<file path="config.mk">
export PLATFORM = sky130hd
export DESIGN_NAME = servo_write_packet_framer_unit
export DESIGN_NICKNAME = d
export VERILOG_FILES = /design/src/hdl/swpf_pkg.sv /design/src/hdl/servo_write_packet_framer_unit.sv /design/src/hdl/swpf_front.sv /design/src/hdl/swpf_queue.sv /design/src/hdl/swpf_back.sv
export VERILOG_INCLUDE_DIRS = /design/src /design/src/hdl
export SDC_FILE = /design/constraint.sdc
export NUM_CORES = 1
export LEC_CHECK = 0
export CAP_MARGIN = 20
export CORE_MARGIN = 3
export CORE_UTILIZATION = 40
export CTS_CLUSTER_DIAMETER = 50
export CTS_CLUSTER_SIZE = 20
export DETAILED_ROUTE_END_ITERATION = 10
export DONT_BUFFER_PORTS = 1
export GPL_ROUTABILITY_DRIVEN = 0
export PLACE_DENSITY = 0.57
export SYNTH_ARGS = -nofsm -noshare
export SYNTH_HDL_FRONTEND = slang
export SYNTH_SLANG_ARGS = --single-unit
</file>
<file path="constraint.sdc">
create_clock -name clk_i -period 2.2 [get_ports clk_i]
set_clock_uncertainty 0.05 [all_clocks]
set_input_delay 0.44 -clock clk_i [delete_from_list [all_inputs] [get_ports clk_i]]
set_output_delay 0.44 -clock clk_i [all_outputs]
set_load 0.005 [all_outputs]
</file>
<file path="src/hdl/assert_macros.svh">
// Assertion macros shared by the servo packet framer modules.
`ifndef ASSERT_MACROS_SVH
`define ASSERT_MACROS_SVH

// Property checked at every rising clock edge outside reset.
`define SWPF_ASSERT(lbl, clk, rstn, prop, msg) \
  lbl: assert property (@(posedge clk) disable iff (!rstn) (prop)) else $error(msg);

// Condition that must never hold outside reset.
`define SWPF_ASSERT_NEVER(lbl, clk, rstn, cond, msg) \
  lbl: assert property (@(posedge clk) disable iff (!rstn) !(cond)) else $error(msg);

`endif

</file>
<file path="src/hdl/swpf_pkg.sv">
// Types and constants of the servo write packet framer.
`default_nettype none

package swpf_pkg;

  // Command kind codes.
  localparam logic KindGoal   = 1'b0;
  localparam logic KindTorque = 1'b1;

  // Fixed packet bytes.
  localparam logic [7:0] SyncByte   = 8'hFF;
  localparam logic [7:0] InstrWrite = 8'h03;
  localparam logic [7:0] LenGoal    = 8'h07;
  localparam logic [7:0] LenTorque  = 8'h04;
  localparam logic [7:0] AddrGoal   = 8'h1E;
  localparam logic [7:0] AddrTorque = 8'h18;
  localparam logic [7:0] TorqueOff  = 8'h00;

  // Speed word for the non-genuine servo type; the genuine one gets zero.
  localparam logic [7:0] SpeedLoAlt = 8'hFF;
  localparam logic [7:0] SpeedHiAlt = 8'h03;

  // Byte positions within a packet.
  localparam int unsigned IdxW = 4;
  localparam logic [IdxW-1:0] IdxSync0   = 4'd0;
  localparam logic [IdxW-1:0] IdxSync1   = 4'd1;
  localparam logic [IdxW-1:0] IdxId      = 4'd2;
  localparam logic [IdxW-1:0] IdxLen     = 4'd3;
  localparam logic [IdxW-1:0] IdxInstr   = 4'd4;
  localparam logic [IdxW-1:0] IdxAddr    = 4'd5;
  localparam logic [IdxW-1:0] IdxParam1  = 4'd6;
  localparam logic [IdxW-1:0] IdxParam2  = 4'd7;
  localparam logic [IdxW-1:0] IdxParam3  = 4'd8;
  localparam logic [IdxW-1:0] IdxParam4  = 4'd9;
  localparam logic [IdxW-1:0] IdxLastGoal   = 4'd10;
  localparam logic [IdxW-1:0] IdxLastTorque = 4'd7;

  // Classified command passed from the front end to the serializer.
  typedef struct packed {
    logic       kind;
    logic [7:0] servo_id;
    logic [7:0] goal_lo;
    logic [1:0] goal_hi;
    logic       genuine;
    logic [7:0] checksum;
  } swpf_cmd_t;

endpackage

`default_nettype wire

</file>
<file path="src/hdl/servo_write_packet_framer_unit.sv">
// Top level of the servo write packet framer.
// The first byte of a packet passes through the front stage, the command queue and the output register.
// The serializer sends one byte per cycle while the receiver does not stall it; a goal packet
// has eleven bytes and a torque-off packet eight, and the queue gives up one command per packet.
// The front stage and the command queue hold further commands while a packet goes out.
// Reset clears the stage, queue and serializer control; no packet is in flight after it.
`default_nettype none

module servo_write_packet_framer_unit #(
  parameter int unsigned QueueDepth = 2
) (
  input  wire logic       clk_i,
  input  wire logic       rst_ni,
  input  wire logic       in_valid_i,
  output logic            in_stall_o,
  input  wire logic       kind_i,
  input  wire logic [7:0] servo_id_i,
  input  wire logic [9:0] goal_position_i,
  input  wire logic       genuine_servo_i,
  output logic            out_valid_o,
  input  wire logic       out_stall_i,
  output logic [7:0]      tx_byte_o,
  output logic            last_byte_o
);
  import swpf_pkg::*;

  logic      front_valid;
  swpf_cmd_t front_cmd;
  logic      queue_full;
  logic      queue_valid;
  swpf_cmd_t queue_head;
  logic      queue_pop;

  // Command classification.
  swpf_front u_front (
    .clk_i           (clk_i),
    .rst_ni          (rst_ni),
    .in_valid_i      (in_valid_i),
    .in_stall_o      (in_stall_o),
    .kind_i          (kind_i),
    .servo_id_i      (servo_id_i),
    .goal_position_i (goal_position_i),
    .genuine_servo_i (genuine_servo_i),
    .cmd_valid_o     (front_valid),
    .cmd_full_i      (queue_full),
    .cmd_o           (front_cmd)
  );

  // Decoupling queue.
  swpf_queue #(
    .Depth (QueueDepth)
  ) u_queue (
    .clk_i       (clk_i),
    .rst_ni      (rst_ni),
    .push_i      (front_valid),
    .push_data_i (front_cmd),
    .full_o      (queue_full),
    .pop_i       (queue_pop),
    .valid_o     (queue_valid),
    .head_o      (queue_head)
  );

  // Packet serializer.
  swpf_back u_back (
    .clk_i       (clk_i),
    .rst_ni      (rst_ni),
    .cmd_valid_i (queue_valid),
    .cmd_i       (queue_head),
    .cmd_pop_o   (queue_pop),
    .out_valid_o (out_valid_o),
    .out_stall_i (out_stall_i),
    .tx_byte_o   (tx_byte_o),
    .last_byte_o (last_byte_o)
  );

endmodule

`default_nettype wire

</file>
<file path="src/hdl/swpf_front.sv">
// Front end: accepts commands, classifies them and precomputes the checksum.
`default_nettype none

module swpf_front (
  input  wire logic               clk_i,
  input  wire logic               rst_ni,
  input  wire logic               in_valid_i,
  output logic                    in_stall_o,
  input  wire logic               kind_i,
  input  wire logic [7:0]         servo_id_i,
  input  wire logic [9:0]         goal_position_i,
  input  wire logic               genuine_servo_i,
  output logic                    cmd_valid_o,
  input  wire logic               cmd_full_i,
  output swpf_pkg::swpf_cmd_t     cmd_o
);
  import swpf_pkg::*;

  logic       valid_q, valid_d;
  swpf_cmd_t  cmd_q, cmd_d;
  logic       accept;
  logic       advance;
  logic [7:0] param_sum;

  // The stage empties into the queue whenever the queue has room.
  assign advance    = !valid_q || !cmd_full_i;
  assign in_stall_o = !advance;
  assign accept     = in_valid_i && advance;

  // Sum of the variable parameter bytes plus the fixed header bytes.
  always_comb begin
    param_sum = '0;
    if (kind_i == KindGoal) begin
      param_sum = LenGoal + InstrWrite + AddrGoal + goal_position_i[7:0]
                + {6'd0, goal_position_i[9:8]};
      if (!genuine_servo_i) begin
        param_sum = param_sum + SpeedLoAlt + SpeedHiAlt;
      end
    end else begin
      param_sum = LenTorque + InstrWrite + AddrTorque + TorqueOff;
    end
  end

  // Build the command descriptor.
  always_comb begin
    cmd_d.kind     = kind_i;
    cmd_d.servo_id = servo_id_i;
    cmd_d.goal_lo  = goal_position_i[7:0];
    cmd_d.goal_hi  = goal_position_i[9:8];
    cmd_d.genuine  = genuine_servo_i;
    cmd_d.checksum = ~(param_sum + servo_id_i);
    valid_d        = accept ? 1'b1 : (valid_q && cmd_full_i);
  end

  // Stage valid flag.
  always_ff @(posedge clk_i or negedge rst_ni) begin
    if (!rst_ni) begin
      valid_q <= 1'b0;
    end else begin
      valid_q <= valid_d;
    end
  end

  // Stage payload.
  always_ff @(posedge clk_i) begin
    if (accept) begin
      cmd_q <= cmd_d;
    end
  end

  assign cmd_valid_o = valid_q;
  assign cmd_o       = cmd_q;

  `include "assert_macros.svh"

  `SWPF_ASSERT(a_front_hold, clk_i, rst_ni, (valid_q && cmd_full_i) |=> valid_q && $stable(cmd_q), "front command lost while queue full")

endmodule

`default_nettype wire

</file>
<file path="src/hdl/swpf_queue.sv">
// Short command queue between the front end and the serializer.
`default_nettype none

module swpf_queue #(
  parameter int unsigned Depth = 2
) (
  input  wire logic               clk_i,
  input  wire logic               rst_ni,
  input  wire logic               push_i,
  input  wire swpf_pkg::swpf_cmd_t push_data_i,
  output logic                    full_o,
  input  wire logic               pop_i,
  output logic                    valid_o,
  output swpf_pkg::swpf_cmd_t     head_o
);
  import swpf_pkg::*;

  localparam int unsigned PtrW = (Depth > 1) ? $clog2(Depth) : 1;
  localparam int unsigned CntW = $clog2(Depth + 1);
  localparam logic [PtrW-1:0] PtrLast = PtrW'(Depth - 1);
  localparam logic [CntW-1:0] CntFull = CntW'(Depth);

  swpf_cmd_t       mem_q [Depth];
  logic [PtrW-1:0] wr_ptr_q, wr_ptr_d;
  logic [PtrW-1:0] rd_ptr_q, rd_ptr_d;
  logic [CntW-1:0] count_q, count_d;
  logic            do_push;
  logic            do_pop;

  assign full_o  = (count_q == CntFull);
  assign valid_o = (count_q != '0);
  assign do_push = push_i && !full_o;
  assign do_pop  = pop_i && valid_o;
  assign head_o  = mem_q[rd_ptr_q];

  // Pointer and fill count update.
  always_comb begin
    wr_ptr_d = wr_ptr_q;
    rd_ptr_d = rd_ptr_q;
    count_d  = count_q;
    if (do_push) begin
      wr_ptr_d = (wr_ptr_q == PtrLast) ? '0 : wr_ptr_q + 1'b1;
    end
    if (do_pop) begin
      rd_ptr_d = (rd_ptr_q == PtrLast) ? '0 : rd_ptr_q + 1'b1;
    end
    case ({do_push, do_pop})
      2'b10:   count_d = count_q + 1'b1;
      2'b01:   count_d = count_q - 1'b1;
      default: count_d = count_q;
    endcase
  end

  always_ff @(posedge clk_i or negedge rst_ni) begin
    if (!rst_ni) begin
      wr_ptr_q <= '0;
      rd_ptr_q <= '0;
      count_q  <= '0;
    end else begin
      wr_ptr_q <= wr_ptr_d;
      rd_ptr_q <= rd_ptr_d;
      count_q  <= count_d;
    end
  end

  // Storage write.
  always_ff @(posedge clk_i) begin
    if (do_push) begin
      mem_q[wr_ptr_q] <= push_data_i;
    end
  end

  `include "assert_macros.svh"

  `SWPF_ASSERT_NEVER(a_queue_over, clk_i, rst_ni, count_q > CntFull, "queue fill count beyond depth")
  `SWPF_ASSERT(a_queue_count, clk_i, rst_ni, (do_push && !do_pop) |=> count_q == $past(count_q) + 1'b1, "queue count did not follow a push")

endmodule

`default_nettype wire

</file>
<file path="src/hdl/swpf_back.sv">
// Serializer: walks the head command and emits one packet byte per beat.
`default_nettype none

module swpf_back (
  input  wire logic               clk_i,
  input  wire logic               rst_ni,
  input  wire logic               cmd_valid_i,
  input  wire swpf_pkg::swpf_cmd_t cmd_i,
  output logic                    cmd_pop_o,
  output logic                    out_valid_o,
  input  wire logic               out_stall_i,
  output logic [7:0]              tx_byte_o,
  output logic                    last_byte_o
);
  import swpf_pkg::*;

  logic [IdxW-1:0] idx_q, idx_d;
  logic            out_valid_q, out_valid_d;
  logic [7:0]      tx_byte_q, byte_d;
  logic            last_q, last_d;
  logic            out_free;
  logic            load;

  // The output register takes a new beat once its current one is gone.
  assign out_free = !out_valid_q || !out_stall_i;
  assign load     = out_free && cmd_valid_i;

  // Byte selection by position in the packet.
  always_comb begin
    last_d = (cmd_i.kind == KindGoal) ? (idx_q == IdxLastGoal) : (idx_q == IdxLastTorque);
    case (idx_q)
      IdxSync0:  byte_d = SyncByte;
      IdxSync1:  byte_d = SyncByte;
      IdxId:     byte_d = cmd_i.servo_id;
      IdxLen:    byte_d = (cmd_i.kind == KindGoal) ? LenGoal : LenTorque;
      IdxInstr:  byte_d = InstrWrite;
      IdxAddr:   byte_d = (cmd_i.kind == KindGoal) ? AddrGoal : AddrTorque;
      IdxParam1: byte_d = (cmd_i.kind == KindGoal) ? cmd_i.goal_lo : TorqueOff;
      IdxParam2: byte_d = (cmd_i.kind == KindGoal) ? {6'd0, cmd_i.goal_hi} : cmd_i.checksum;
      IdxParam3: byte_d = cmd_i.genuine ? 8'h00 : SpeedLoAlt;
      IdxParam4: byte_d = cmd_i.genuine ? 8'h00 : SpeedHiAlt;
      default:   byte_d = cmd_i.checksum;
    endcase
  end

  // Position counter and output valid.
  always_comb begin
    idx_d       = idx_q;
    out_valid_d = out_valid_q;
    if (out_free) begin
      out_valid_d = cmd_valid_i;
    end
    if (load) begin
      idx_d = last_d ? '0 : idx_q + 1'b1;
    end
  end

  assign cmd_pop_o = load && last_d;

  always_ff @(posedge clk_i or negedge rst_ni) begin
    if (!rst_ni) begin
      idx_q       <= '0;
      out_valid_q <= 1'b0;
    end else begin
      idx_q       <= idx_d;
      out_valid_q <= out_valid_d;
    end
  end

  // Output payload register.
  always_ff @(posedge clk_i) begin
    if (load) begin
      tx_byte_q <= byte_d;
      last_q    <= last_d;
    end
  end

  assign out_valid_o = out_valid_q;
  assign tx_byte_o   = tx_byte_q;
  assign last_byte_o = last_q;

  `include "assert_macros.svh"

  `SWPF_ASSERT(a_back_wrap, clk_i, rst_ni, (load && last_d) |=> idx_q == '0, "byte position did not restart after checksum")
  `SWPF_ASSERT_NEVER(a_back_range, clk_i, rst_ni, idx_q > IdxLastGoal, "byte position beyond longest packet")

endmodule

`default_nettype wire

</file>
### Yosys cells after proc, flatten, opt, wreduce, memory -nomap -nowiden

Memory sizes are Yosys's and may differ from the RTL's.
Index checks and enable logic that the tools add are counted.

* register bits: 47
* latch bits: 0
* memory bits (writable): 56
* memory bits (read-only): 0
* memories: 1

* $add $sub $neg: 10
* multiply operators: 0
* div/mod/pow operators: 0
* magnitude comparators: 0
* equality and inequality tests: 13
* shift operators: 0
* mux-type cells: 17
* bitwise logic cells: 1
* reduce and logical (&&, ||, !) cells: 17

Memory list
* u_queue.mem_q: depth 2, bits a word 28, read ports 1, clocked after memory_dff 0, wr ports 1, RTL line swpf_queue.sv:23 `swpf_cmd_t mem_q [Depth];`

Operators by type and width (count)
* one-hot mux 8 bit (9 select lines): 1
* two-way mux 8 bit: 5
* == test 4 x 3 -> 1 bit, second input constant: 4
* == test 4 bit, second input constant: 3
* adder 6 x 8 -> 8 bit, first input constant: 1
* adder 8 x 2 -> 8 bit: 1
* adder 8 x 2 -> 8 bit, second input constant: 1
* adder 8 bit: 1
* adder 8 bit, second input constant: 1
* == test 4 x 2 -> 1 bit, second input constant: 2
* inverter 8 bit: 1
* logical AND 1 bit: 6
* two-way mux 1 bit: 6
* zero test 1 bit: 5
* adder 4 x 1 -> 4 bit, second input constant: 1
* == test 2 bit, second input constant: 2
* == test 4 x 1 -> 1 bit, second input constant: 1
* zero test 4 bit: 1
* two-way mux 2 bit: 2
* two-way mux 4 bit: 1
* one-hot mux 2 bit (2 select lines): 1
* nonzero test 2 bit: 2
* two-way mux 3 bit: 1
* adder 1 bit, second input constant: 2
* other kinds (5): 6

### Logic depth before layout (Yosys ltp)

Gate-level depths: netlist of run 1.

* word-level depth: 8
* depth in mapped cells: 14

### Modules after synthesis

A second synthesis of run 1 with hierarchy kept.

* cell total of the unflattened synthesis: 313
* area, all modules: 4657.0 µm²

Modules (own cells, without submodules)
* swpf_queue: times used 1, cells an instance 105, area an instance 2260.9 µm², sequential area each 1781.7 µm²
* swpf_front: times used 1, cells an instance 115, area an instance 1517.7 µm², sequential area each 865.8 µm²
* swpf_back: times used 1, cells an instance 93, area an instance 878.3 µm², sequential area each 395.4 µm²

### Worst setup path after synthesis of run 1

Ideal clock, no wire load.

* kind: input -> register
* start point: input port goal_position_i[0]
* end point: register u_front.cmd_q (netlist bit u_front.cmd_o[7]) (data pin)
* setup time: 262 ps
* arrival: 3070 ps
* data required time: 1888 ps
* slack: -1182 ps
* stages: 13
* cells stage by stage: ha_1 > fa_1 > xor2_1 > ha_1 > nand2b_1 > or3_1 > a21o_1 > ha_1 > nand2_1 > o21ai_1 > mux2i_1 > o221ai_1 > xnor2_1

RTL lines
* start: declaration: RTL line servo_write_packet_framer_unit.sv:18 `input wire logic [9:0] goal_position_i,`
* end signal: assignment: RTL line swpf_front.sv:67 `cmd_q <= cmd_d;`
* end: declaration: RTL line swpf_front.sv:20 `swpf_cmd_t cmd_q, cmd_d;`

==> results.txt, run 1 <==
- Result of the run: finished, violations left
* Violated checks: setup timing
- Sort of element at the end of the critical path: register
* Most frequent standard cell in the layout excluding fill and tap cells: sky130_fd_sc_hd__edfxtp_1
- Buffers inserted during clock tree synthesis total 9.
- Max Cap Viol: 0
* Critical path launch point: goal_position_i[0]
- At the worst endpoint, the arrival time is about 2.9 ns.
- Detailed placement finished with a half-perimeter wire length of 5830 um.
- Final count of pins violating max slew: 0
- Total power for the finished layout comes to between 7000 and 8000 uW.
- DRC violation count after routing: 0
- The H-tree generated during clock tree synthesis spans 3 levels.
- The first detailed-routing pass took 4 iterations.
- The worst register-to-register path begins at u_back.idx_q[0].
* Most frequent cells in the layout: sky130_fd_sc_hd__edfxtp_1 (93), sky130_fd_sc_hd__buf_4 (44), sky130_fd_sc_hd__nand2_1 (17)
- Timing would allow up to 355 MHz.
* Total I/O pin count: 35
- In this run the core area contains 38 standard-cell rows.
- Number of clock sinks: 103
- The via count of the first global-routing pass came to ~2700.
- Post-route ant nets: 0
- Synth Warn #: 0
- Across all setup checks in the final design, the least slack found is -0.620 ns.
- Global-route wire length before repair: approximately 14000 um
* Number of antenna diodes: 0
* Transition time at the pin with the least slew margin: roughly 0.51 ns
- Synth Area per Inst: 14.6 um^2
* TritonCTS clock tree: built
- Total setup violations reported at the end of the flow: 6
- In this run the register-to-register setup slack is roughly 0.040 ns.
- The sequential cells in the finished layout cover a total of just over 3000 um^2.
* Share of the clock period used by the worst path: 1.28
* Maximum number of pins on one net before global-route repair: 29
- Netlist area before placement: 4590 um^2
- Crit path launch type: primary input
- Clock-pin slew on the worst setup and hold paths: approximately 0.07 ns
- Ratio of cells with drive above 1 in the final layout: 0.289
- Measured against its own limit, the worst slew margin works out to 0.659.
- The tree is rooted in a sky130_fd_sc_hd__clkbuf_16.
* Drt wl/cell: around 17 um
- For this run, the post-layout net count is between 400 and 500.
- Wire length after detailed routing: between 8000 and 9000 um
- Total number of vias: ~2600
- Worst-path maximum fanout: 3
- The initial antenna violation count is 0.
- Leakage component of the power: around 0.0021 uW
* Fraction of the yosys area taken by sequential cells: 0.663
* Netlist cell types: 53
* RSZ-0062 raised after global routing: yes
- Number of enable-type register cells in the synthesized netlist: between 90 and 100
- The worst hold path begins at goal_position_i[8].
- Across the VDD grid, the largest voltage drop is 0.563 mV.
- GR Util All Layers: 0.143
* Worst setup path category: in2reg
- Placed standard-cell area: ~5100 um^2
- Synthesis handed over a netlist of approximately 310 instances.
- The most used flip-flop cell after synthesis is sky130_fd_sc_hd__edfxtp_1.
- Layout-stage area growth over the synthesis result: 22.8%
- Hold Violations, Final: 0
- With fillers left out, the area of the finished cells amounts to about 5600 um^2.
* HP Class: in2reg
- After synthesis the netlist holds a flip-flop and latch count of between 100 and 150.
- Iter 0 DRT Violations: between 150 and 200
- Height of the die: roughly 110 um
- Power density over cell area: 1370 nW/um^2
- Share of synthesized registers carrying an async set or reset: 0.0971
- In the routed layout, each cell is associated on average with a via count of about 5.1.
* Area of the core: between 10000 and 15000 um^2
* Data required, critical path: 2.24 ns
* Number of nets produced by synthesis: between 300 and 400
- Max Buffers Root-to-Sink: 2
- Total area of multi-input combinational cells: around 1600 um^2
- After filler insertion, the fill cell instance count of the layout stands at around 1000.
* Count of buffers from port buffering: 0
* Total global routing overflow: 0
* Fin crit period: 2.82 ns
- Horizontal extent of the die: 113 um
* DIE AREA: approximately 13000 um^2
* Source-to-sink clock delay at the later pin of the worst-skew pair: 0.35 ns
- Initial standard-cell utilization of the core: 0.416
-- flip-flops by register name, summed over array words and instances, names as in the netlist --
register	flops
u_queue.wr_ptr_q	1
u_front.cmd_o	28
u_front.cmd_valid_o	1
u_queue.rd_ptr_q	1
u_back.tx_byte_o	8
u_queue.count_q	2
u_queue.mem_q	56
u_back.last_byte_o	1
u_back.idx_q	4
u_back.out_valid_o	1
-- critical path, stage by stage --
cell and delay (ns):
sky130_fd_sc_hd__ha_4 0.15, sky130_fd_sc_hd__fa_2 0.37, sky130_fd_sc_hd__xor2_2 0.16, sky130_fd_sc_hd__ha_2 0.21
sky130_fd_sc_hd__nand2b_4 0.06, sky130_fd_sc_hd__or3_1 0.31, sky130_fd_sc_hd__a21o_1 0.19, sky130_fd_sc_hd__ha_4 0.28
sky130_fd_sc_hd__nand2_2 0.04, sky130_fd_sc_hd__o21ai_2 0.15, sky130_fd_sc_hd__mux2i_1 0.20, sky130_fd_sc_hd__o221ai_1 0.14
sky130_fd_sc_hd__xnor2_1 0.14
-- cell type report --
cell class              count  area share
flip-flops and latches    103       0.540
multi-input cells         191       0.289
repair buffers             49      0.0699
clock buffers               9      0.0400
well taps                 140      0.0311
clock inverters             6      0.0209
inverters                  12     0.00844
-- worst paths after layout --
check / endpoint / cells past startpoint
min in group asynchronous: u_back.idx_q[1] / 1
hold / removal: u_front.cmd_o[9] / 0
setup / recovery: u_front.cmd_o[7] / 13
setup reg to reg: u_back.tx_byte_o[7] / 9
max in group asynchronous: u_back.idx_q[3] / 1
hold reg to reg: u_queue.mem_q[0][15] / 0
-- routing by layer --
metal	global-route usage	part of all wire	up-vias	routed length, um
met5	0	0	-	0
met4	0.0505	0.014	0	116
met3	0.0508	0.065	9	548
met2	0.218	0.47	58	4000
met1	0.191	0.45	1263	3770
li1	-	-	1295	-
-- cells in the mapped netlist, types with 5 or more instances --
cell | instances | area, um^2
sky130_fd_sc_hd__a21oi_1 | 15 | 75.1
sky130_fd_sc_hd__dfrtp_1 | 10 | 250
sky130_fd_sc_hd__edfxtp_1 | 93 | 2790
sky130_fd_sc_hd__ha_1 | 15 | 188
sky130_fd_sc_hd__inv_1 | 11 | 41.3
sky130_fd_sc_hd__mux2_1 | 5 | 56.3
sky130_fd_sc_hd__mux2_2 | 7 | 78.8
sky130_fd_sc_hd__mux2i_1 | 6 | 60.1
sky130_fd_sc_hd__nand2_1 | 19 | 71.3
sky130_fd_sc_hd__nand2b_1 | 9 | 56.3
sky130_fd_sc_hd__nand3_1 | 7 | 35.0
sky130_fd_sc_hd__nor2_1 | 15 | 56.3
sky130_fd_sc_hd__o21a_1 | 5 | 37.5
sky130_fd_sc_hd__o21ai_1 | 8 | 40.0
sky130_fd_sc_hd__xnor2_1 | 11 | 96.3
sky130_fd_sc_hd__xor2_1 | 9 | 78.8
-- what timing repair did --
action	4_1_cts	5_1_grt
hold buffers	1	0
pin swaps	15	16
endpoints found under the hold margin	10	0
setup endpoints to repair	10	11
gates resized for setup	19	10
setup buffers	3	8
-- cells by family (layout without fill, tap and decap cells) --
kind of cell,after synthesis,in the layout,share of synthesized area
adders and majority gates,17,17,0.0496
AOI/OAI and AO/OA,61,61,0.0946
DFF,103,103,0.663
xor gates and xnor gates,20,20,0.0382
buffers and inverters,20,76,0.0207
muxes,19,19,0.0474
and+or+nand+nor,74,74,0.0864
-- where the power goes --
part	internal, uW	switching (uW)	leakage [uW]
logic	1290	1350	0.000902
clock network	1120	691	0.000164
registers	2960	286	0.000995
-- through the flow --
| stage | utilization | setup TNS (ns) | hold WS [ns] | setup slack [ns] | cells |
|---|---|---|---|---|---|
| after CTS | 0.501 | -2.31 | 0.126 | -0.655 | 502 |
| after global routing | 0.511 | -2.99 | 0.119 | -0.839 | 510 |
| after global placement | 0.459 | -4.82 | 0.0947 | -1.05 | 484 |
| after detailed placement | 0.459 | -5.03 | 0.0948 | -1.10 | 484 |
| final | 0.511 | -2.08 | 0.137 | -0.620 | 510 |
| after floorplan | - | -3.81 | 0.0944 | -1.04 | 314 |
Note: power is estimated with default switching activity, not from simulation.
==> run 2, diff against run 1 <==
--- a/config.mk
+++ b/config.mk
@@ -7,14 +7,16 @@
 export NUM_CORES = 1
 export LEC_CHECK = 0
 export CAP_MARGIN = 20
+export CORE_ASPECT_RATIO = 0.9
 export CORE_MARGIN = 3
-export CORE_UTILIZATION = 40
+export CORE_UTILIZATION = 57
 export CTS_CLUSTER_DIAMETER = 50
 export CTS_CLUSTER_SIZE = 20
 export DETAILED_ROUTE_END_ITERATION = 10
 export DONT_BUFFER_PORTS = 1
 export GPL_ROUTABILITY_DRIVEN = 0
-export PLACE_DENSITY = 0.57
+export PLACE_DENSITY = 0.76
+export SLEW_MARGIN = 40
 export SYNTH_ARGS = -nofsm -noshare
 export SYNTH_HDL_FRONTEND = slang
 export SYNTH_SLANG_ARGS = --single-unit
==> run 2 against run 1 <==
Net effect: the flow still finishes with violations (setup timing); sequential power is essentially flat; non-clock buffer count fell by 1; critical path type unchanged; sequential share of layout area is 2.3 points higher.
==> results.txt, run 2 (same netlist as run 1, synthesis figures left out) <==
- The leakage power total was 0.00197 uW (was 0.00206 uW).
- Sort of element at the end of the critical path: register (unchanged)
* Power density over cell area: 1280 nW/um^2 (was 1370 nW/um^2)
- The overall via count from detail_route is 2640 (was 2625).
- The total length of routed wires is 8390 um (was 8440 um).
- Fin crit period: 2.96 ns (was 2.82 ns)
- The cell area after layout is 5410 um^2 (was 5640 um^2).
* Clock root buffer master: sky130_fd_sc_hd__clkbuf_8 (was sky130_fd_sc_hd__clkbuf_16)
- RSZ-0062 raised after global routing: yes (unchanged).
- CTS HTree Levels: 3 (unchanged)
- The register ranked first by flip-flop count is u_queue.mem_q (unchanged).
* Drt wl/cell: 18.0 um (was 16.5 um)
- Maximum number of pins on one net before global-route repair: 29 (unchanged)
* Source-to-sink clock delay at the later pin of the worst-skew pair: 0.37 ns (was 0.35 ns)
* RR Startpoint: u_back.idx_q[0] (unchanged)
- Worst max-slew margin expressed relative to the limit: 0.686 (was 0.659)
- Share of the clock period used by the worst path: 1.34 (was 1.28)
- Layout-stage area growth over the synthesis result: 17.9% (was 22.8%)
- The number of nets in the final layout came to 406 (was 407).
* Total I/O pin count: 35 (unchanged)
- The clock tree from TritonCTS is built (unchanged).
* Max Cap Viol: 0 (unchanged)
- The highest clock rate was 338 MHz (was 355 MHz).
- Initial standard-cell utilization of the core: 0.596 (was 0.416)
- Final count of pins violating max slew: 0 (unchanged)
- Placed standard-cell area: 5000 um^2 (was 5070 um^2)
- The cell total after placement was 439 (was 484).
- Violated checks: setup timing (unchanged)
- Number of global-route vias before repair: 2718 (was 2688)
- The proportion of layout cells with a drive suffix above 1 was 0.281 (was 0.289).
- Height of the die: 91.1 um (was 113 um)
- Number of antenna diodes: 0 (unchanged)
* DIE AREA: 9170 um^2 (was 12800 um^2)
- Crit path launch type: primary input (unchanged)
- Tightest hold margin: 0.111 ns (was 0.137 ns)
- The count of buffers from port buffering is 0 (unchanged).
- The endpoint of the worst setup timing path was u_front.cmd_o[7] (unchanged).
- Total setup violations reported at the end of the flow: 6 (unchanged)
* Setup TNS: -2.61 ns (was -2.08 ns)
- Area of the core: 7690 um^2 (was 11000 um^2)
- The path class of the lowest-slack min-delay path is in2reg (unchanged).
- The final HPWL from detailed placement came to 5720 um (was 5830 um).
- Reg2Reg Capture Point: u_back.tx_byte_o[2] (was u_back.tx_byte_o[7])
- Worst setup path category: in2reg (unchanged)
* Most frequent cells in the layout: sky130_fd_sc_hd__edfxtp_1 (93), sky130_fd_sc_hd__buf_4 (45), sky130_fd_sc_hd__nand2_1 (18) (was sky130_fd_sc_hd__edfxtp_1 (93), sky130_fd_sc_hd__buf_4 (44), sky130_fd_sc_hd__nand2_1 (17))
* Transition time at the pin with the least slew margin: 0.470 ns (was 0.511 ns)
- Result of the run: finished, violations left (unchanged)
* Maximum ir drop on the vdd rail: 0.656 mV (was 0.563 mV)
- The utilization of the core after routing is 0.703 (was 0.511).
- Number of flip-flops under the largest register name: 56 (unchanged)
* Flop2flop setup slack: 0.06 ns (was 0.04 ns)
- Slack of the critical path: -0.756 ns (was -0.620 ns)
- The endpoint arrival time on the critical path came to 3.02 ns (was 2.86 ns).
- Worst-path maximum fanout: 3 (unchanged)
- Global-route wire length before repair: 13300 um (was 14100 um)
* Number of iterations in the first detailed-routing pass: 5 (was 4)
* Num CTS Buffers: 9 (unchanged)
- Max Buffers Root-to-Sink: 2 (unchanged)
* Initial antenna violation count: 0 (unchanged)
- Clock-pin slew on the worst setup and hold paths: 0.10 ns (was 0.07 ns)
- The DRC violations left is 0 (unchanged).
* Detail-routed via count per cell: 5.67 (was 5.15)
- The horizontal die dimension is 101 um (was 113 um).
* Most frequent standard cell in the layout excluding fill and tap cells: sky130_fd_sc_hd__edfxtp_1 (unchanged)
- The data required time at the worst endpoint is 2.27 ns (was 2.24 ns).
* Hold Violations, Final: 0 (unchanged)
- The number of sinks on the clock net is 103 (unchanged).
* Critical path launch point: goal_position_i[0] (unchanged)
* Worst Reg2Reg Path Length in Cells: 8 (was 9)
- Iter 0 DRT Violations: 133 (was 157)
* Final Non-Filler Cells: 466 (was 510)
- The placement row count is 30 (was 38).
* GR Util All Layers: 0.188 (was 0.143)
- Post-route ant nets: 0 (unchanged)
- Total global routing overflow: 0 (unchanged)
run 2: cell types whose count changed in the layout (fill, tap and decap cells not counted), sizes merged:
cell | previous run | this run
bufinv | 3 | 0
clkinv | 0 | 3
buf | 48 | 47
inv | 14 | 15
run 2: per-stage QoR:
stage | total power [uW] | setup WS (ns)
after detailed placement | 5530 | -1.21
after CTS | 6700 | -0.743
final | 6930 | -0.756
after floorplan | 4780 | -1.04
after global routing | 7370 | -0.854
after global placement | 5440 | -1.02
run 2: repair_timing:
item	4_1_cts	5_1_grt
buffers inserted	2	8
hold endpoints to repair	10	0
pin swaps	12	16
endpoints found under the setup margin	10	11
gates resized for setup	9	20
hold buffers	1	0
run 2: critical path, cell delays in order:
cell and delay [ns]:
sky130_fd_sc_hd__ha_4 0.15, sky130_fd_sc_hd__fa_2 0.37, sky130_fd_sc_hd__xor2_2 0.22, sky130_fd_sc_hd__ha_4 0.17, sky130_fd_sc_hd__nand2b_4 0.06, sky130_fd_sc_hd__nor4b_4 0.33
sky130_fd_sc_hd__xnor2_1 0.15, sky130_fd_sc_hd__nor2_1 0.06, sky130_fd_sc_hd__ha_1 0.28, sky130_fd_sc_hd__o21a_1 0.19, sky130_fd_sc_hd__nor2b_1 0.13, sky130_fd_sc_hd__mux2i_1 0.15
sky130_fd_sc_hd__o221ai_1 0.16, sky130_fd_sc_hd__xnor2_1 0.16
run 2: routing by layer:
metal	routed length, um	global-route usage	share of wire	vias up
li1	-	-	-	1287
met1	3690	0.251	0.44	1263
met2	4140	0.291	0.49	77
met3	431	0.0591	0.051	13
met4	129	0.0629	0.015	0
met5	0	0	0	-
run 2: layout make-up:
type	instances	area, um^2
clock buffers	9	124
clock inverters	7	67.6
fillers	515	2290
inverters	12	47.5
multi-input cells	191	1630
flip-flops and latches	103	3050
well taps	96	120
repair buffers	48	370
run 2: worst min path at each step:
stage,slack (ns),depth (start not counted),from,end
floorplan,0.09,0,rst_ni,u_back.idx_q[0]
global placement,0.09,0,rst_ni,u_back.out_valid_o
detailed placement,0.09,0,rst_ni,u_back.out_valid_o
CTS,0.09,0,goal_position_i[9],u_front.cmd_o[10]
global route,0.08,0,goal_position_i[1],u_front.cmd_o[12]
finish,0.11,0,genuine_servo_i,u_front.cmd_o[8]
run 2: power breakdown:
part	total, uW	internal, uW	switching, uW
Sequential	3270	2960	309
Clock	1110	439	675
Combinational	2550	1210	1340
==> run 3, diff against run 2 <==
--- a/config.mk
+++ b/config.mk
@@ -9,14 +9,14 @@
 export CAP_MARGIN = 20
 export CORE_ASPECT_RATIO = 0.9
 export CORE_MARGIN = 3
-export CORE_UTILIZATION = 57
+export CORE_UTILIZATION = 55
 export CTS_CLUSTER_DIAMETER = 50
 export CTS_CLUSTER_SIZE = 20
 export DETAILED_ROUTE_END_ITERATION = 10
 export DONT_BUFFER_PORTS = 1
 export GPL_ROUTABILITY_DRIVEN = 0
-export PLACE_DENSITY = 0.76
-export SLEW_MARGIN = 40
+export PLACE_DENSITY = 0.74
+export SLEW_MARGIN = 20
 export SYNTH_ARGS = -nofsm -noshare
 export SYNTH_HDL_FRONTEND = slang
 export SYNTH_SLANG_ARGS = --single-unit
==> run 3 against run 2 <==
Net effect: the run still ends with setup timing left; global-route usage up 0.27 points; non-clock buffer count rose by 2; wire length grew 1.4%; setup slack improved by 0.062 ns; first-iteration DRC count down 22%; register-to-register slack worse by 0.11 ns; power rose by 6.1%; via count grew 2.1%; combinational power grew 10%; design area grew 2.5%; final cell count up 0.43%; sequential power is essentially flat; critical path type unchanged; largest cell class unchanged.
==> results.txt, run 3 (same netlist as run 1, synthesis figures left out) <==
- Result of the run: finished, violations left (unchanged).
- Power density over cell area: 1330 nW/um^2 (was 1280 nW/um^2)
- The data required time at the worst endpoint was 2.26 ns (was 2.27 ns).
- The total of fill cells in the finished design came to 524 (was 515).
* Final Non-Filler Cells: 468 (was 466)
* Sort of element at the end of the critical path: register (unchanged)
* Most frequent standard cell in the layout excluding fill and tap cells: sky130_fd_sc_hd__edfxtp_1 (unchanged)
* Area of all sequential standard cells: 3050 um^2 (about the same)
- Critical path launch point: goal_position_i[0] (unchanged)
- DIE AREA: 9480 um^2 (was 9170 um^2)
- The slew at the pin closest to its max-slew limit is 0.455 ns (was 0.470 ns).
- Worst hold start: goal_position_i[1] (was genuine_servo_i)
- The critical path class is in2reg (unchanged).
- Total power draw: 7360 uW (was 6930 uW)
- The count of pins on the block boundary came to 35 (unchanged).
- Register name with the most flops: u_queue.mem_q (unchanged)
* Drt wl/cell: 18.2 um (was 18.0 um)
* Total area of multi-input combinational cells: 1700 um^2 (was 1630 um^2)
- RSZ-0062 raised after global routing: yes (unchanged).
* Total number of vias: 2695 (was 2640)
* F_max: 345 MHz (was 338 MHz)
* Clk network pwr share: 0.174 (was 0.161)
- The floorplan die height came to 92.7 um (was 91.1 um).
- Total internal power: 4990 uW (was 4610 uW)
- The critical path startpoint category was a primary input (unchanged).
- GR Util All Layers: 0.191 (was 0.188)
- The source-to-sink clock delay at the later pin of the worst-skew pair came to 0.36 ns (was 0.37 ns).
- The flip-flop count of the largest register, all copies and words added came to 56 (unchanged).
- Max Cap Viol: 0 (unchanged)
- The buffer depth of the longest clock path was 2 (unchanged).
* Worst max-slew margin expressed relative to the limit: 0.696 (was 0.686)
* Sequential Power Share: 0.444 (was 0.471)
* Violated checks: setup timing (unchanged)
- Final count of pins violating max slew: 0 (unchanged)
- The starting DRC count in detailed routing came to 104 (was 133).
- Master of the slowest instance on the critical path: sky130_fd_sc_hd__fa_2 (unchanged)
* Area of the core: 7810 um^2 (was 7690 um^2)
* Worst-path maximum fanout: 3 (unchanged)
- Initial antenna violation count: 0 (unchanged)
- The leakage power total came to 0.00202 uW (was 0.00197 uW).
- Ratio of cells with drive above 1 in the final layout: 0.317 (was 0.281)
* Share of the clock period used by the worst path: 1.32 (was 1.34)
- Total setup violations reported at the end of the flow: 8 (was 6)
- Global-route wire length before repair: 13500 um (was 13300 um)
- Hold Violations, Final: 0 (unchanged)
* Horizontal extent of the die: 102 um (was 101 um)
- The final antenna diode count is 0 (unchanged).
- The number of sinks on the clock net was 103 (unchanged).
* Fin crit period: 2.89 ns (was 2.96 ns)
- The clock-pin slew reported for the worst setup and hold paths after clock tree synthesis was 0.10 ns (about the same).
- Total net switching power: 2370 uW (was 2320 uW)
- RR Startpoint: u_back.idx_q[0] (unchanged)
- WP data arrival: 2.95 ns (was 3.02 ns)
* DRC violation count after routing: 0 (unchanged)
* Number of global-route vias before repair: 2762 (was 2718)
- The placement row count is 30 (unchanged).
- Number of iterations in the first detailed-routing pass: 4 (was 5)
- Layout net count: 408 (was 406)
- The utilization of the core after routing is 0.710 (was 0.703).
* Maximum ir drop on the vdd rail: 0.557 mV (was 0.656 mV)
- Switching share of total power: 0.322 (was 0.335)
- By instance count, the cell type seen most on the critical path is sky130_fd_sc_hd__xnor2_1.
* Sum of buffers and inverters on the critical path: 0 (unchanged)
* Longest individual stage delay on the worst path: 0.37 ns (about the same)
* Most frequent cells in the layout: sky130_fd_sc_hd__edfxtp_1 (93), sky130_fd_sc_hd__buf_4 (42), sky130_fd_sc_hd__nand2_1 (17) (was sky130_fd_sc_hd__edfxtp_1 (93), sky130_fd_sc_hd__buf_4 (45), sky130_fd_sc_hd__nand2_1 (18))
- The total congestion overflow came to 0 (unchanged).
- The number of H-tree levels came to 3 (unchanged).
* Layout-stage area growth over the synthesis result: 20.7% (was 17.9%)
* Maximum number of pins on one net before global-route repair: 29 (unchanged)
- HP Class: in2reg (unchanged)
- Post-route ant nets: 0 (unchanged)
- The cell total after placement came to 442 (was 439).
- Cell breakdown of the critical path: ha_4, fa_2, xor2_2, ha_2, nand2b_4, nor4b_4, xnor2_1, nor2_1, ha_1, o21a_1, nor2b_1, mux2i_1, o221ai_1, xnor2_1 (was ha_4, fa_2, xor2_2, ha_4, nand2b_4, nor4b_4, xnor2_1, nor2_1, ha_1, o21a_1, nor2b_1, mux2i_1, o221ai_1, xnor2_1).
* Num CTS Buffers: 9 (unchanged)
* TritonCTS clock tree: built (unchanged)
* Slack of the critical path: -0.695 ns (was -0.756 ns)
* Logic gate share of total power: 0.381 (was 0.368)
* Count of buffers from port buffering: 0 (unchanged)
- The critical path's top delay family was adder cells (unchanged).
- Clock root buffer master: sky130_fd_sc_hd__clkbuf_8 (unchanged)
- The final HPWL from detailed placement was 5750 um (was 5720 um).
* Wire length after detailed routing: 8500 um (was 8390 um)
- Detail-routed via count per cell: 5.76 (was 5.67)
- Initial standard-cell utilization of the core: 0.588 (was 0.596)
-- run 3: cell count changes in the layout (fill, tap and decap cells not counted), sizes merged --
cell,change
inv,-1
clkbuf,+1
clkinv,-2
bufinv,+2
buf,+2
-- run 3: layer usage --
metal,vias to the layer above,GRT usage,routed length (um),share of wire
li1,1294,-,-,-
met1,1310,0.252,3780,0.44
met2,75,0.292,4080,0.48
met3,16,0.0678,496,0.058
met4,0,0.0678,144,0.017
met5,-,0,0,0
-- run 3: area by class of cell --
class | count | area share
flip-flops and latches | 103 | 0.550
inverters | 12 | 0.00858
repair buffers | 50 | 0.0745
clock inverters | 6 | 0.0163
well taps | 96 | 0.0217
clock buffers | 10 | 0.0230
multi-input cells | 191 | 0.306
-- run 3: power by group through the flow --
stage	clock [uW]	sequential [uW]	combinational (uW)
6_report	1280	3270	2810
5_1_grt	1390	3350	3070
4_1_cts	1320	3250	2480
3_5_place_dp	0	3290	2300
3_3_place_gp	0	3250	2250
2_1_floorplan	0	3180	1600
-- run 3: worst reg2reg max path, stage by stage, from the launching register on --
cell	delay, ns
sky130_fd_sc_hd__dfrtp_2	0.47
sky130_fd_sc_hd__buf_6	0.14
sky130_fd_sc_hd__ha_4	0.17
sky130_fd_sc_hd__or2_4	0.24
sky130_fd_sc_hd__a32oi_2	0.20
sky130_fd_sc_hd__buf_4	0.17
sky130_fd_sc_hd__nand2b_4	0.05
sky130_fd_sc_hd__a221o_1	0.31
sky130_fd_sc_hd__o22ai_2	0.17
sky130_fd_sc_hd__nor2_1	0.05
-- run 3: final timing paths --
kind / to / slack [ns] / cells after the start
worst max register to register: u_back.tx_byte_o[5] / -0.05 / 9
worst min register to register: u_queue.mem_q[0][22] / 0.40 / 0
worst min-delay path: u_front.cmd_o[12] / 0.12 / 0
worst max-delay path: u_front.cmd_o[7] / -0.69 / 14
min in group asynchronous: u_back.out_valid_o / 0.40 / 1
max in group asynchronous: u_queue.rd_ptr_q / 1.36 / 1
-- run 3: what timing repair did --
item | CTS | global route
cloned | 0 | 0
setup endpoints to repair | 10 | 11
hold buffers | 1 | 0
endpoints found under the hold margin | 10 | 0
pin swaps | 13 | 14
setup buffers | 3 | 6
resized for setup | 17 | 28
-- run 3: stage by stage --
step	setup WS, ns	area [um^2]	hold WS (ns)	TNS [ns]
2_1_floorplan	-1.04	4660	0.0944	-3.81
3_3_place_gp	-1.02	5030	0.0947	-4.51
3_5_place_dp	-1.15	5030	0.0947	-5.00
4_1_cts	-0.682	5350	0.0956	-2.31
5_1_grt	-0.876	5540	0.0759	-3.12
6_report	-0.695	5540	0.117	-2.45
